<file path="src/design/fixed_width_decimal_formatter_unit_macros.svh">
`ifndef FIXED_WIDTH_DECIMAL_FORMATTER_UNIT_MACROS_SVH
`define FIXED_WIDTH_DECIMAL_FORMATTER_UNIT_MACROS_SVH

// Same-cycle implication, clocked on clk, off during rst.
`define FWDF_ASSERT(label, ante, cons, msg) \
  label: assert property (@(posedge clk) disable iff (rst) (ante) |-> (cons)) \
    else $error(msg);

// Next-cycle implication, clocked on clk, off during rst.
`define FWDF_ASSERT_NEXT(label, ante, cons, msg) \
  label: assert property (@(posedge clk) disable iff (rst) (ante) |=> (cons)) \
    else $error(msg);

`endif

</file>
<file path="src/design/fwdf_pkg.sv">
`timescale 1ns / 1ps

package fwdf_pkg;

  localparam int MAX_DIGITS = 16;
  localparam int CNT_W      = $clog2(MAX_DIGITS + 1);
  localparam int DIG_W      = 4;
  localparam int VAL_W      = 32;
  localparam int CHAR_W     = 7;

  // floor(x / 10) == (x * RECIP_TEN) >> RECIP_SHIFT for every 32-bit x
  localparam logic [VAL_W-1:0] RECIP_TEN   = 32'hCCCC_CCCD;
  localparam int               RECIP_SHIFT = 35;

  localparam logic [CHAR_W-1:0] CHR_ZERO  = 7'h30;
  localparam logic [CHAR_W-1:0] CHR_SPACE = 7'h20;
  localparam logic [CHAR_W-1:0] CHR_MINUS = 7'h2D;

  localparam logic [1:0] STYLE_ZERO = 2'd0;

  typedef enum logic [2:0] {
    ST_IDLE,
    ST_MUL,
    ST_SUB,
    ST_SLOT,
    ST_EMIT
  } state_t;

  typedef struct packed {
    logic             push;
    logic             pop;
    logic [DIG_W-1:0] digit;
  } buf_ctl_t;

  typedef struct packed {
    logic [DIG_W-1:0] d0;
    logic [DIG_W-1:0] d1;
  } buf_taps_t;

endpackage

</file>
<file path="src/design/fixed_width_decimal_formatter_unit.sv">
`timescale 1ns / 1ps

// Fixed-width decimal formatter. Each request carries a 32-bit value, a digit
// count (0 reads as 1, above 16 reads as 16) and a style (0 zero padded,
// 1 space padded, 2 or 3 signed with one extra leading sign slot). The block
// answers with ASCII characters on the master stream, most significant first,
// tlast on the final one; only the low digit_count digits are kept. A
// negative value in signed style gets its minus just before the first kept
// digit. The request is taken first, then each digit passes through the
// shared divide-by-ten unit (reciprocal multiply, then remainder subtract),
// then the characters follow one per cycle while the output is not stalled.
// s_tready is high only while idle.
module fixed_width_decimal_formatter_unit (
  input  logic        clk,
  input  logic        rst,
  input  logic        s_tvalid,
  output logic        s_tready,
  input  logic [39:0] s_tdata,   // [31:0] value, [36:32] digit_count, rest zero
  input  logic [1:0]  s_tuser,   // [1:0] style
  output logic        m_tvalid,
  input  logic        m_tready,
  output logic [7:0]  m_tdata,   // [6:0] text_char, [7] zero
  output logic        m_tlast    // last_char
);
  import fwdf_pkg::*;
  `include "fixed_width_decimal_formatter_unit_macros.svh"

  state_t state, state_next;

  logic [VAL_W-1:0] mag;
  logic [CNT_W-1:0] count;
  logic [CNT_W-1:0] rem_cnt;
  logic [CNT_W-1:0] idx;
  logic             is_signed;
  logic             pad_space;
  logic             negative;
  logic             seen;

  logic [CHAR_W-1:0] text_char;
  logic              last_char;

  // request fields
  logic [VAL_W-1:0] in_value;
  logic [4:0]       in_count;
  logic [1:0]       in_style;
  logic [CNT_W-1:0] in_count_sat;

  logic [VAL_W-1:0] div_quot;
  logic [DIG_W-1:0] div_rem;
  buf_ctl_t         buf_ctl;
  buf_taps_t        taps;

  logic              accept;
  logic              step;       // output register free this cycle
  logic              out_load;
  logic [CHAR_W-1:0] ch;
  logic              ch_last;
  logic              last_pos;
  logic              next_kept;

  assign in_value = s_tdata[31:0];
  assign in_count = s_tdata[36:32];
  assign in_style = s_tuser;

  always_comb begin
    if (in_count == 5'd0) begin
      in_count_sat = CNT_W'(1);
    end else if (32'(in_count) > 32'(MAX_DIGITS)) begin
      in_count_sat = CNT_W'(MAX_DIGITS);
    end else begin
      in_count_sat = CNT_W'(in_count);
    end
  end

  // no request is taken while reset is held
  assign s_tready = (state == ST_IDLE) && !rst;
  assign accept   = s_tvalid && s_tready;
  assign step     = !m_tvalid || m_tready;

  fwdf_div10 u_div (
    .clk      (clk),
    .load     (state == ST_MUL),
    .dividend (mag),
    .quot     (div_quot),
    .rem      (div_rem)
  );

  fwdf_digit_buf u_buf (
    .clk  (clk),
    .ctl  (buf_ctl),
    .taps (taps)
  );

  // Readout: in the space-padded and signed styles, a leading zero (before any
  // kept digit, never the final one) becomes a space, or a minus when the next digit is the first kept one.
  assign last_pos  = (idx == CNT_W'(count - 1'b1));
  assign next_kept = (taps.d1 != '0) || (CNT_W'(idx + 1'b1) == CNT_W'(count - 1'b1));

  always_comb begin
    state_next    = state;
    buf_ctl.push  = 1'b0;
    buf_ctl.pop   = 1'b0;
    buf_ctl.digit = div_rem;
    out_load      = 1'b0;
    ch            = CHR_SPACE;
    ch_last       = 1'b0;
    unique case (state)
      ST_IDLE: begin
        if (accept) begin
          state_next = ST_MUL;
        end
      end
      ST_MUL: begin
        state_next = ST_SUB;
      end
      ST_SUB: begin
        buf_ctl.push = 1'b1;
        if (rem_cnt == CNT_W'(1)) begin
          state_next = is_signed ? ST_SLOT : ST_EMIT;
        end else begin
          state_next = ST_MUL;
        end
      end
      ST_SLOT: begin
        // first kept digit is the head one when nonzero or the only one
        if (negative && ((taps.d0 != '0) || (count == CNT_W'(1)))) begin
          ch = CHR_MINUS;
        end
        if (step) begin
          out_load   = 1'b1;
          state_next = ST_EMIT;
        end
      end
      ST_EMIT: begin
        if (pad_space && !seen && (taps.d0 == '0) && !last_pos) begin
          ch = (negative && next_kept) ? CHR_MINUS : CHR_SPACE;
        end else begin
          ch = CHR_ZERO + CHAR_W'(taps.d0);
        end
        ch_last = last_pos;
        if (step) begin
          out_load    = 1'b1;
          buf_ctl.pop = 1'b1;
          if (last_pos) begin
            state_next = ST_IDLE;
          end
        end
      end
      default: begin
        state_next = ST_IDLE;
      end
    endcase
  end

  always_ff @(posedge clk) begin
    if (rst) begin
      state <= ST_IDLE;
    end else begin
      state <= state_next;
    end
  end

  // sequencer data registers
  always_ff @(posedge clk) begin
    if (accept) begin
      is_signed <= in_style[1];
      pad_space <= (in_style != STYLE_ZERO);
      negative  <= in_style[1] && in_value[VAL_W-1];
      mag       <= (in_style[1] && in_value[VAL_W-1]) ? (VAL_W'(0) - in_value) : in_value;
      count     <= in_count_sat;
      rem_cnt   <= in_count_sat;
      idx       <= '0;
      seen      <= 1'b0;
    end else if (state == ST_SUB) begin
      mag     <= div_quot;
      rem_cnt <= rem_cnt - 1'b1;
    end else if (state == ST_EMIT && out_load) begin
      idx <= idx + 1'b1;
      if (taps.d0 != '0) begin
        seen <= 1'b1;
      end
    end
  end

  // output register
  always_ff @(posedge clk) begin
    if (rst) begin
      m_tvalid <= 1'b0;
    end else if (out_load) begin
      m_tvalid <= 1'b1;
    end else if (m_tready) begin
      m_tvalid <= 1'b0;
    end
  end

  always_ff @(posedge clk) begin
    if (out_load) begin
      text_char <= ch;
      last_char <= ch_last;
    end
  end

  assign m_tdata = {1'b0, text_char};
  assign m_tlast = last_char;

  `FWDF_ASSERT_NEXT(a_accept_starts_div, accept, state == ST_MUL, "request did not start division")
  `FWDF_ASSERT(a_div_count_live, (state == ST_MUL) || (state == ST_SUB), rem_cnt != '0, "digit counter ran out during division")
  `FWDF_ASSERT(a_emit_in_range, state == ST_EMIT, idx < count, "readout index beyond digit count")
  `FWDF_ASSERT_NEXT(a_last_ends_item, (state == ST_EMIT) && out_load && last_pos, (state == ST_IDLE) && m_tvalid && m_tlast, "final character did not close the request")

endmodule

</file>
<file path="src/design/fwdf_div10.sv">
`timescale 1ns / 1ps

// Divide by ten: reciprocal multiply into a register, then
// quotient extract and remainder subtract on the next cycle.
module fwdf_div10 (
  input  logic                       clk,
  input  logic                       load,
  input  logic [fwdf_pkg::VAL_W-1:0] dividend,
  output logic [fwdf_pkg::VAL_W-1:0] quot,
  output logic [fwdf_pkg::DIG_W-1:0] rem
);
  import fwdf_pkg::*;

  logic [2*VAL_W-1:0] prod;
  logic [VAL_W-1:0]   diff;

  always_ff @(posedge clk) begin
    if (load) begin
      prod <= (2*VAL_W)'(dividend) * (2*VAL_W)'(RECIP_TEN);
    end
  end

  assign quot = VAL_W'(prod >> RECIP_SHIFT);
  // x - 10q, always below ten
  assign diff = dividend - (quot << 3) - (quot << 1);
  assign rem  = diff[DIG_W-1:0];

endmodule

</file>
<file path="src/design/fwdf_digit_buf.sv">
`timescale 1ns / 1ps

// Digit shift line. Push enters at the head and moves the rest back,
// so digits produced low first end with the most significant at the head.
// Pop moves everything toward the head for readout.
module fwdf_digit_buf (
  input  logic                clk,
  input  fwdf_pkg::buf_ctl_t  ctl,
  output fwdf_pkg::buf_taps_t taps
);
  import fwdf_pkg::*;

  logic [DIG_W-1:0] dig [MAX_DIGITS];

  always_ff @(posedge clk) begin
    if (ctl.push) begin
      dig[0] <= ctl.digit;
      for (int j = 1; j < MAX_DIGITS; j++) begin
        dig[j] <= dig[j-1];
      end
    end else if (ctl.pop) begin
      for (int j = 0; j < MAX_DIGITS - 1; j++) begin
        dig[j] <= dig[j+1];
      end
      dig[MAX_DIGITS-1] <= '0;
    end
  end

  assign taps.d0 = dig[0];
  assign taps.d1 = dig[1];

endmodule

</file>
<file path="config.mk">
export PLATFORM = sky130hd
export DESIGN_NAME = fixed_width_decimal_formatter_unit
export DESIGN_NICKNAME = d
export VERILOG_FILES = /design/src/design/fwdf_pkg.sv /design/src/design/fixed_width_decimal_formatter_unit.sv /design/src/design/fwdf_div10.sv /design/src/design/fwdf_digit_buf.sv
export VERILOG_INCLUDE_DIRS = /design/src /design/src/design
export SDC_FILE = /design/constraint.sdc
export NUM_CORES = 1
export LEC_CHECK = 0
export ABC_AREA = 1
export ABC_CLOCK_PERIOD_IN_PS = 8100
export BUFFER_PORTS_ARGS = -buffer_cell sky130_fd_sc_hd__buf_2
export CAP_MARGIN = 20
export CORE_MARGIN = 10
export CORE_UTILIZATION = 25
export CTS_CLUSTER_DIAMETER = 60
export DETAILED_ROUTE_END_ITERATION = 16
export SLEW_MARGIN = 20
export SYNTH_ARGS = -nofsm -noshare
export SYNTH_HDL_FRONTEND = slang
export SYNTH_SLANG_ARGS = --single-unit
</file>
<file path="constraint.sdc">
create_clock -name clk -period 8.1 [get_ports clk]
set_clock_uncertainty 0.1 [all_clocks]
set_input_delay 0.81 -clock clk [delete_from_list [all_inputs] [get_ports clk]]
set_output_delay 0.81 -clock clk [all_outputs]
set_load 0.03 [all_outputs]
</file>
* Word-level counts from Yosys, hierarchy flattened
Memory sizes are Yosys's and may differ from the RTL's. Index checks and enable logic that the tools add are counted.
Word-level totals: flip-flop bits (word level) 127, bits in writable memories 64, input bits 46, output and inout bits 11, logic and storage cells 125, memories kept 1
Memories:
- u_buf.dig | words 16, bits a word 4, rd ports 16, clocked after memory_dff 0, wr ports 16, line fwdf_digit_buf.sv:13 | logic [DIG_W-1:0] dig [MAX_DIGITS];
Cells by class: add/sub/neg operators 7, $mul 1, order comparisons 1, equality and inequality tests 12, mux-type cells 45, bitwise gates (word level) 17, reductions and logical operators 28
Operator list (number):
- 32-bit two-way mux | 3
- 4-bit two-way mux | 18
- 32-bit by 32-bit multiplier with 64-bit output, second input constant | 1
- 1-bit by 32-bit subtractor with 32-bit output, first input constant | 1
- 5-bit two-way mux | 4
- 3-bit two-way mux | 6
- 1-bit OR | 16
- 3-bit one-hot mux with 5 select lines | 1
- 7-bit one-hot mux with 2 select lines | 1
- 1-bit two-way mux | 11
- 5-bit by 1-bit == test with 1-bit output, second input constant | 2
- 5-bit == test | 2
- 5-bit by 1-bit subtractor with 5-bit output, second input constant | 2
- 1-bit logical AND | 9
- 2-bit != test, second input constant | 4
- 4-bit nonzero test | 2
- 4-bit subtractor | 2
- 6-bit by 4-bit adder with 7-bit output, first input constant | 1
- 7-bit two-way mux | 1
- 3-bit by 2-bit == test with 1-bit output, second input constant | 2
- 2-bit nonzero test | 3
- 5-bit by 1-bit adder with 5-bit output, second input constant | 1
- 5-bit greater-than comparator, second input constant | 1
- 5-bit zero test | 1
- 11 further kinds | 16

* Logic depth before layout (Yosys ltp)
Gate-level depths: netlist of the first run.
depth in word-level cells 8, gate-level depth with buffers 30, mapped depth without buffers 29

* Hierarchy
From an unflattened synthesis of the first run, not the netlist that was laid out.
Unflattened totals: cells, all modules 3126, area, all modules 26457.9 um2
By module, submodules not included:
- fwdf_div10 | times used 1, cells each 2327, area each 19656.4 um2, sequential area each 870.8 um2
- fixed_width_decimal_formatter_unit | times used 1, cells each 531, area each 3963.8 um2, sequential area each 1731.7 um2
- fwdf_digit_buf | times used 1, cells each 268, area each 2837.7 um2, sequential area each 1921.8 um2

* Worst setup path before layout of the first run
Ideal clock, no wire load.
path kind register -> register, start reg mag[19], end reg u_div.prod[52], data pin, setup time 252 ps, arrival 5734 ps, required time 7748 ps, setup slack 2014 ps, cell stages (with the launch flop) 25, path buffers 0, period minus slack after synthesis 6086 ps, path through edfxtp_1 -> ha_1 -> inv_1 -> fa_1 -> inv_1 -> fa_1 -> inv_1 -> fa_1 -> inv_1 -> fa_1 -> fa_1 -> fa_1 -> inv_1 -> fa_1 -> inv_1 -> ha_1 -> nand2_1 -> nor2_1 -> inv_1 -> nor3_1 -> nand2_1 -> nor2_1 -> nand2_1 -> nand3_1 -> nand2_1
Between the ends: cells in the longest elaborated chain, start to end 1
RTL lines:
- start: declaration | line fixed_width_decimal_formatter_unit.sv:30 | logic [VAL_W-1:0] mag;
- start signal: assignment | line fixed_width_decimal_formatter_unit.sv:169 | mag <= (in_style[1] && in_value[VAL_W-1]) ? (VAL_W'(0) - in_value) : in_value;
- start signal: assignment | line fixed_width_decimal_formatter_unit.sv:175 | mag <= div_quot;
- 32-bit by 32-bit multiplier with 64-bit output | line fwdf_div10.sv:19 | prod <= (2*VAL_W)'(dividend) * (2*VAL_W)'(RECIP_TEN);
- end signal: assignment | line fwdf_div10.sv:19
- end: declaration | line fwdf_div10.sv:14 | logic [2*VAL_W-1:0] prod;
No other way between the ends. A chain may end at the register's enable or synchronous reset.

* Final worst setup path of the first run
start reg mag[1], end reg u_div.prod[60], data pin
The elaborated chain is that of the path after synthesis.

==> flow_summary.json, run 1 <==
{
  "numCtsBuffers": 17,
  "min_path_cells": 2,
  "r2r_end": "u_div.prod[60]",
  "async_flop_share_pct": 0,
  "start_util_pct": 25.1,
  "viasPerCell": 4.34,
  "fmax_ghz": 0.139,
  "startpoint_type": "flip-flop",
  "syn2layout_area_growth_pct": 9.84,
  "cts_root_buf": "clkbuf_16",
  "antenna_found_initial": 0,
  "dieArea_sq_mm": 0.119,
  "grt_max_degree": 65,
  "dp_hpwl_um": 69700,
  "grt_util_all_layers_pct": 13.5,
  "portBuffers": 50,
  "fp.dieH_um": 345,
  "post_dp_cell_area_sq_mm": 0.0283,
  "wl_per_cell_um": 17.1,
  "worstSkewPairLatency_ns": 0.45,
  "io_pins": 57,
  "timing.final.ws_setup_ns": 0.893,
  "cts_tree": "yes",
  "worst_pin_slew_ns": 1.03,
  "synth_cell_types": 43,
  "drt_iter0_drc": 1552,
  "diodes": 0,
  "cts_resized": 0,
  "overflow": 0,
  "outcome": "finished clean",
  "syn_area_per_cell_sq_um": 8.34,
  "rr_worst_depth": 22,
  "arrival_ns": 7.31,
  "hp-start": "seen",
  "place_congestion": 0.979,
  "fin_crit_sh_pct": 89.0,
  "core-area_sq_mm": 0.105,
  "grt_pass1_vias": 20437,
  "maxSlewHeadroom_pct": 31.1,
  "drive_gt1_share_pct": 3.84,
  "row_count": 119,
  "hp-class": "flip-flop to flip-flop",
  "hold_violations": 0,
  "cts_buffer_depth": 2,
  "path_max_fanout": 9,
  "ys.flop_type": "edfxtp_1",
  "ys_seq_area_share_pct": 17.2,
  "min_delay_worst_endpoint": "seen",
  "fin_tns_setup_ns": 0,
  "drc": 0,
  "drt-total-wl_um": 78700,
  "post-cts-setup-buffers": 0,
  "ys_seq_elements": 154,
  "cts.sinks": 154,
  "crit_path_end_kind": "flip-flop",
  "synth_edf_count": 144,
  "path_clk_slew_ns": 0.07,
  "rsz0062_at_grt": "no",
  "ys.warnings.count": 0,
  "hold_buffers": 0,
  "rrSetupSlack_ns": 0.89,
  "grt_pass1_wl_um": 121000,
  "crit_required_ns": 8.20,
  "pre_cts_ws_ns": 0.921,
  "first_pass_iters": 8,
  "r2r_start": "mag[1]",
  "die_w_um": 345,
  "num_vias": 20032,
  "synth_cells": 3161,
  "path_class": "flip-flop to flip-flop",
  "postRouteAntennaNets": 0,
  "fin_crit_ns": 7.21,
  "layout.nets": 4003,
  "setup_viol": 0,
  "drv_slew": 0,
  "maxCapViolCount": 0,
  "htree_levels": 4,
  "netlist_area_sq_mm": 0.0264,
  "postLayoutCellArea_sq_mm": 0.0289
}
-- routing by layer --
| layer | wire (um) | vias to the layer above | global-route usage [%] |
|---|---|---|---|
| li1 | - | 9661 | - |
| met1 | 36300 | 9704 | 18.4 |
| met2 | 35300 | 550 | 21.5 |
| met3 | 4130 | 117 | 1.85 |
| met4 | 2960 | 0 | 4.76 |
| met5 | 0 | - | 0 |
-- placed cells by master, fill, tap and decap left out, types with 22 or more instances in the layout --
cell      instances
ha_1            356
nand2_1         718
fa_1            387
nor2_1          169
edfxtp_1        144
nand3_1          86
xnor2_1          23
nor3_1           22
inv_1           864
a21oi_1          96
o21ai_0          85
buf_2            50
xor2_1           55
-- flip-flops by register name, indices dropped and copies added, names as in the netlist, 3 cells and up --
signal / flops
mag: 32
text_char: 5
rem_cnt: 5
u_buf.dig: 64
idx: 5
count: 5
u_div.prod: 29
state: 3
-- cells by family after synthesis --
| group | synth area share, % |
|---|---|
| flip-flops | 17.2 |
| other | 0.0285 |
| XOR/XNOR | 2.59 |
| AND/OR/NAND/NOR | 15.8 |
| AO/OA/AOI/OAI | 4.78 |
| multiplexers | 0.385 |
| buffers and inverters | 12.9 |
| adder cells (fa/ha/maj) | 46.3 |
-- worst max path at each step --
stage / startpoint / end / slack (ns) / cells after the start
after floorplan: mag[19] / u_div.prod[52] / 2.01 / 24
after global placement: mag[1] / u_div.prod[60] / 0.95 / 22
after detailed placement: mag[1] / u_div.prod[60] / 0.92 / 22
after CTS: mag[1] / u_div.prod[60] / 0.91 / 22
after global routing: mag[1] / u_div.prod[60] / 0.60 / 22
final: mag[1] / u_div.prod[60] / 0.89 / 22
-- area by class of cell --
cell class | instances | area, sq um
Clock inverter | 15 | 190
Timing Repair Buffer | 66 | 370
Inverter | 866 | 3250
Fill cell | 11333 | 76000
Tap cell | 1391 | 1740
Multi-Input combinational cell | 2109 | 18400
Sequential cell | 154 | 4520
Clock buffer | 17 | 425
-- critical path, stage by stage, from the launching register on --
cell	delay (ns)
edfxtp_1	0.63
ha_1	0.67
xor2_1	0.29
ha_1	0.33
or2_2	0.35
fa_1	0.45
fa_1	0.48
fa_1	0.54
fa_1	0.47
fa_1	0.50
inv_1	0.05
fa_1	0.47
inv_1	0.04
ha_1	0.37
nand2_1	0.18
nor2_1	0.19
inv_1	0.07
nor3_1	0.29
nand2_1	0.15
nor2_1	0.11
nand2_1	0.07
nand3_1	0.07
nand2_1	0.06
-- Yosys cell counts, types with 3 or more instances --
cell type    n  share of area (%)
a21o_1       6               0.17
a21oi_1     96                1.8
buf_2       11               0.21
buf_4        3              0.085
clkbuf_1    17               0.24
dfxtp_1     10               0.76
edfxtp_1   144                 16
fa_1       387                 29
ha_1       356                 17
inv_1      864                 12
mux2_2       9               0.38
nand2_1    720                 10
nand2_2      3              0.071
nand3_1     86                1.6
nand3b_1     3              0.085
nand4_1     20               0.47
nor2_1     170                2.4
nor3_1      22               0.42
nor4_1       3              0.071
o21ai_0     85                1.6
o21ai_1     20               0.38
o21bai_1    15               0.43
o22ai_1      4              0.095
or2_2        4              0.095
xnor2_1     23               0.76
xor2_1      55                1.8
-- through the flow --
step | hold WS (ns) | utilization [%] | std cells
2_1_floorplan | 0.338 | - | 3162
3_3_place_gp | 0.353 | 27.0 | 4586
3_5_place_dp | 0.364 | 27.0 | 4586
4_1_cts | 0.382 | 27.6 | 4618
5_1_grt | 0.428 | 27.6 | 4618
6_report | 0.379 | 27.6 | 4618
Power of run 1 is left out: the tool's default activity adds up to more than one toggle a clock period on the data nets, which glitch-free logic cannot reach.
==> run 2, diff against run 1 <==
--- a/config.mk
+++ b/config.mk
@@ -7,13 +7,14 @@
 export NUM_CORES = 1
 export LEC_CHECK = 0
 export ABC_AREA = 1
-export ABC_CLOCK_PERIOD_IN_PS = 8100
+export ABC_CLOCK_PERIOD_IN_PS = 8470
 export BUFFER_PORTS_ARGS = -buffer_cell sky130_fd_sc_hd__buf_2
 export CAP_MARGIN = 20
 export CORE_MARGIN = 10
-export CORE_UTILIZATION = 25
+export CORE_UTILIZATION = 45
 export CTS_CLUSTER_DIAMETER = 60
 export DETAILED_ROUTE_END_ITERATION = 16
+export PLACE_DENSITY_LB_ADDON = 0.2
 export SLEW_MARGIN = 20
 export SYNTH_ARGS = -nofsm -noshare
 export SYNTH_HDL_FRONTEND = slang
==> constraint.sdc (replaced) <==
create_clock -name clk -period 8.47 [get_ports clk]
set_clock_uncertainty 0.1 [all_clocks]
set_input_delay 0.847 -clock clk [delete_from_list [all_inputs] [get_ports clk]]
set_output_delay 0.847 -clock clk [all_outputs]
set_load 0.03 [all_outputs]
==> run 2 against run 1 <==
Effect of this change:
- first-iteration DRC count down 6.2%
- sequential cell count unchanged
- sequential share of layout area up 0.46 points
- critical path depth unchanged
- fmax down 1.2%
- die area down 42%
- via count up 0.32%
==> flow_summary.json, run 2 (synthesis results as in run 1) <==
{
  "numCtsBuffers": 17,
  "fin_crit_ns": 7.30,
  "r2r_end": "u_div.prod[58]",
  "drive_gt1_share_pct": 3.78,
  "worstSkewPairLatency_ns": 0.44,
  "hold_violations": 0,
  "portBuffers": 50,
  "io_pins": 57,
  "post-cts-setup-buffers": 0,
  "cts_root_buf": "clkbuf_16",
  "core-area_sq_mm": 0.0578,
  "first_pass_iters": 7,
  "drt_iter0_drc": 1456,
  "holdWs_ns": 0.394,
  "cts.sinks": 154,
  "drt-total-wl_um": 79400,
  "largest_reg_flops": 64,
  "crit_path_end_kind": "flip-flop",
  "rsz0062_at_grt": "no",
  "dp_hpwl_um": 70200,
  "grt_pass1_wl_um": 122000,
  "r2r_start": "mag[10]",
  "layout.nets": 4002,
  "crit_required_ns": 8.56,
  "worst_pin_slew_ns": 0.845,
  "fp.dieH_um": 262,
  "fin_tns_setup_ns": 0,
  "grt_pass1_vias": 20865,
  "antenna_found_initial": 0,
  "arrival_ns": 7.39,
  "maxCapViolCount": 0,
  "path_class": "flip-flop to flip-flop",
  "fmax_ghz": 0.137,
  "fin_crit_sh_pct": 86.1,
  "diodes": 0,
  "wl_per_cell_um": 19.9,
  "drv_slew": 0,
  "regMostFlops": "u_buf.dig",
  "cts_buffer_depth": 2,
  "row_count": 88,
  "final_cell_mix": "864 x inv_1, 719 x nand2_1, 387 x fa_1, 356 x ha_1, 169 x nor2_1",
  "grt_max_degree": 54,
  "dieArea_sq_mm": 0.0686,
  "viasPerCell": 5.04,
  "layout_commonest_cell": "inv_1",
  "crit_start": "mag[10]",
  "hp-class": "flip-flop to flip-flop",
  "start_util_pct": 45.6,
  "cts_resized": 0,
  "maxSlewHeadroom_pct": 43.6,
  "num_vias": 20097,
  "outcome": "finished clean",
  "crit_path_end": "u_div.prod[58]",
  "cts_tree": "yes",
  "path_max_fanout": 7,
  "rrSetupSlack_ns": 1.17,
  "path_clk_slew_ns": 0.07,
  "setup_viol": 0,
  "htree_levels": 4,
  "grt_util_all_layers_pct": 23.8,
  "drc": 0,
  "reg_top3": "u_buf.dig: 64 flops, mag: 32 flops, u_div.prod: 29 flops",
  "die_w_um": 262,
  "postRouteAntennaNets": 0,
  "rr_worst_depth": 22,
  "place_congestion": 1.01,
  "overflow": 0,
  "syn2layout_area_growth_pct": 6.71,
  "startpoint_type": "flip-flop",
  "hold_buffers": 0
}
-- run 2: worst min-delay path by stage --
stage,endpoint,from,slack (ns),depth (start not counted)
2_1_floorplan,seen,seen,0.34,2
6_report,seen,seen,0.39,2
5_1_grt,seen,seen,0.41,2
4_1_cts,seen,seen,0.39,2
3_5_place_dp,seen,seen,0.37,2
3_3_place_gp,seen,seen,0.35,2
-- run 2: layout make-up --
type | count | area [sq um]
well taps | 765 | 957
repair buffers | 65 | 363
clock inverters | 15 | 159
flip-flops and latches | 154 | 4520
inverters | 866 | 3250
multi-input cells | 2109 | 18400
fillers | 5649 | 29700
clock buffers | 17 | 425
-- run 2: metal layers --
| layer | global-route usage, % | part of all wire [%] | vias to the layer above |
|---|---|---|---|
| li1 | - | - | 9658 |
| met1 | 32.1 | 44 | 9774 |
| met2 | 39.7 | 47 | 560 |
| met3 | 2.19 | 4.4 | 105 |
| met4 | 8.28 | 3.8 | 0 |
| met5 | 0 | 0 | - |
-- run 2: critical path, stage by stage (launching register included) --
cell,delay [ns]
edfxtp_1,0.65
ha_1,0.66
xor2_1,0.13
ha_1,0.23
a21o_1,0.17
fa_1,0.56
inv_1,0.06
fa_1,0.50
inv_1,0.06
fa_1,0.55
fa_1,0.42
fa_1,0.53
fa_1,0.50
ha_1,0.35
nand2_1,0.15
inv_1,0.05
a21oi_1,0.28
o21ai_0,0.27
nand3b_1,0.45
nand2_1,0.18
nand2_1,0.07
nand2_1,0.06
nand2_1,0.05
-- run 2: per-stage QoR --
step	cell area (sq um)	instances	utilization (%)	worst slack [ns]
global route	28100	3991	48.6	0.969
floorplan	26400	3162	-	2.38
CTS	28100	3991	48.6	1.18
detailed placement	27500	3959	47.6	1.24
global placement	27500	3959	47.6	1.24
finish	28100	3991	48.6	1.17
Power of run 2 is left out for the same reason.
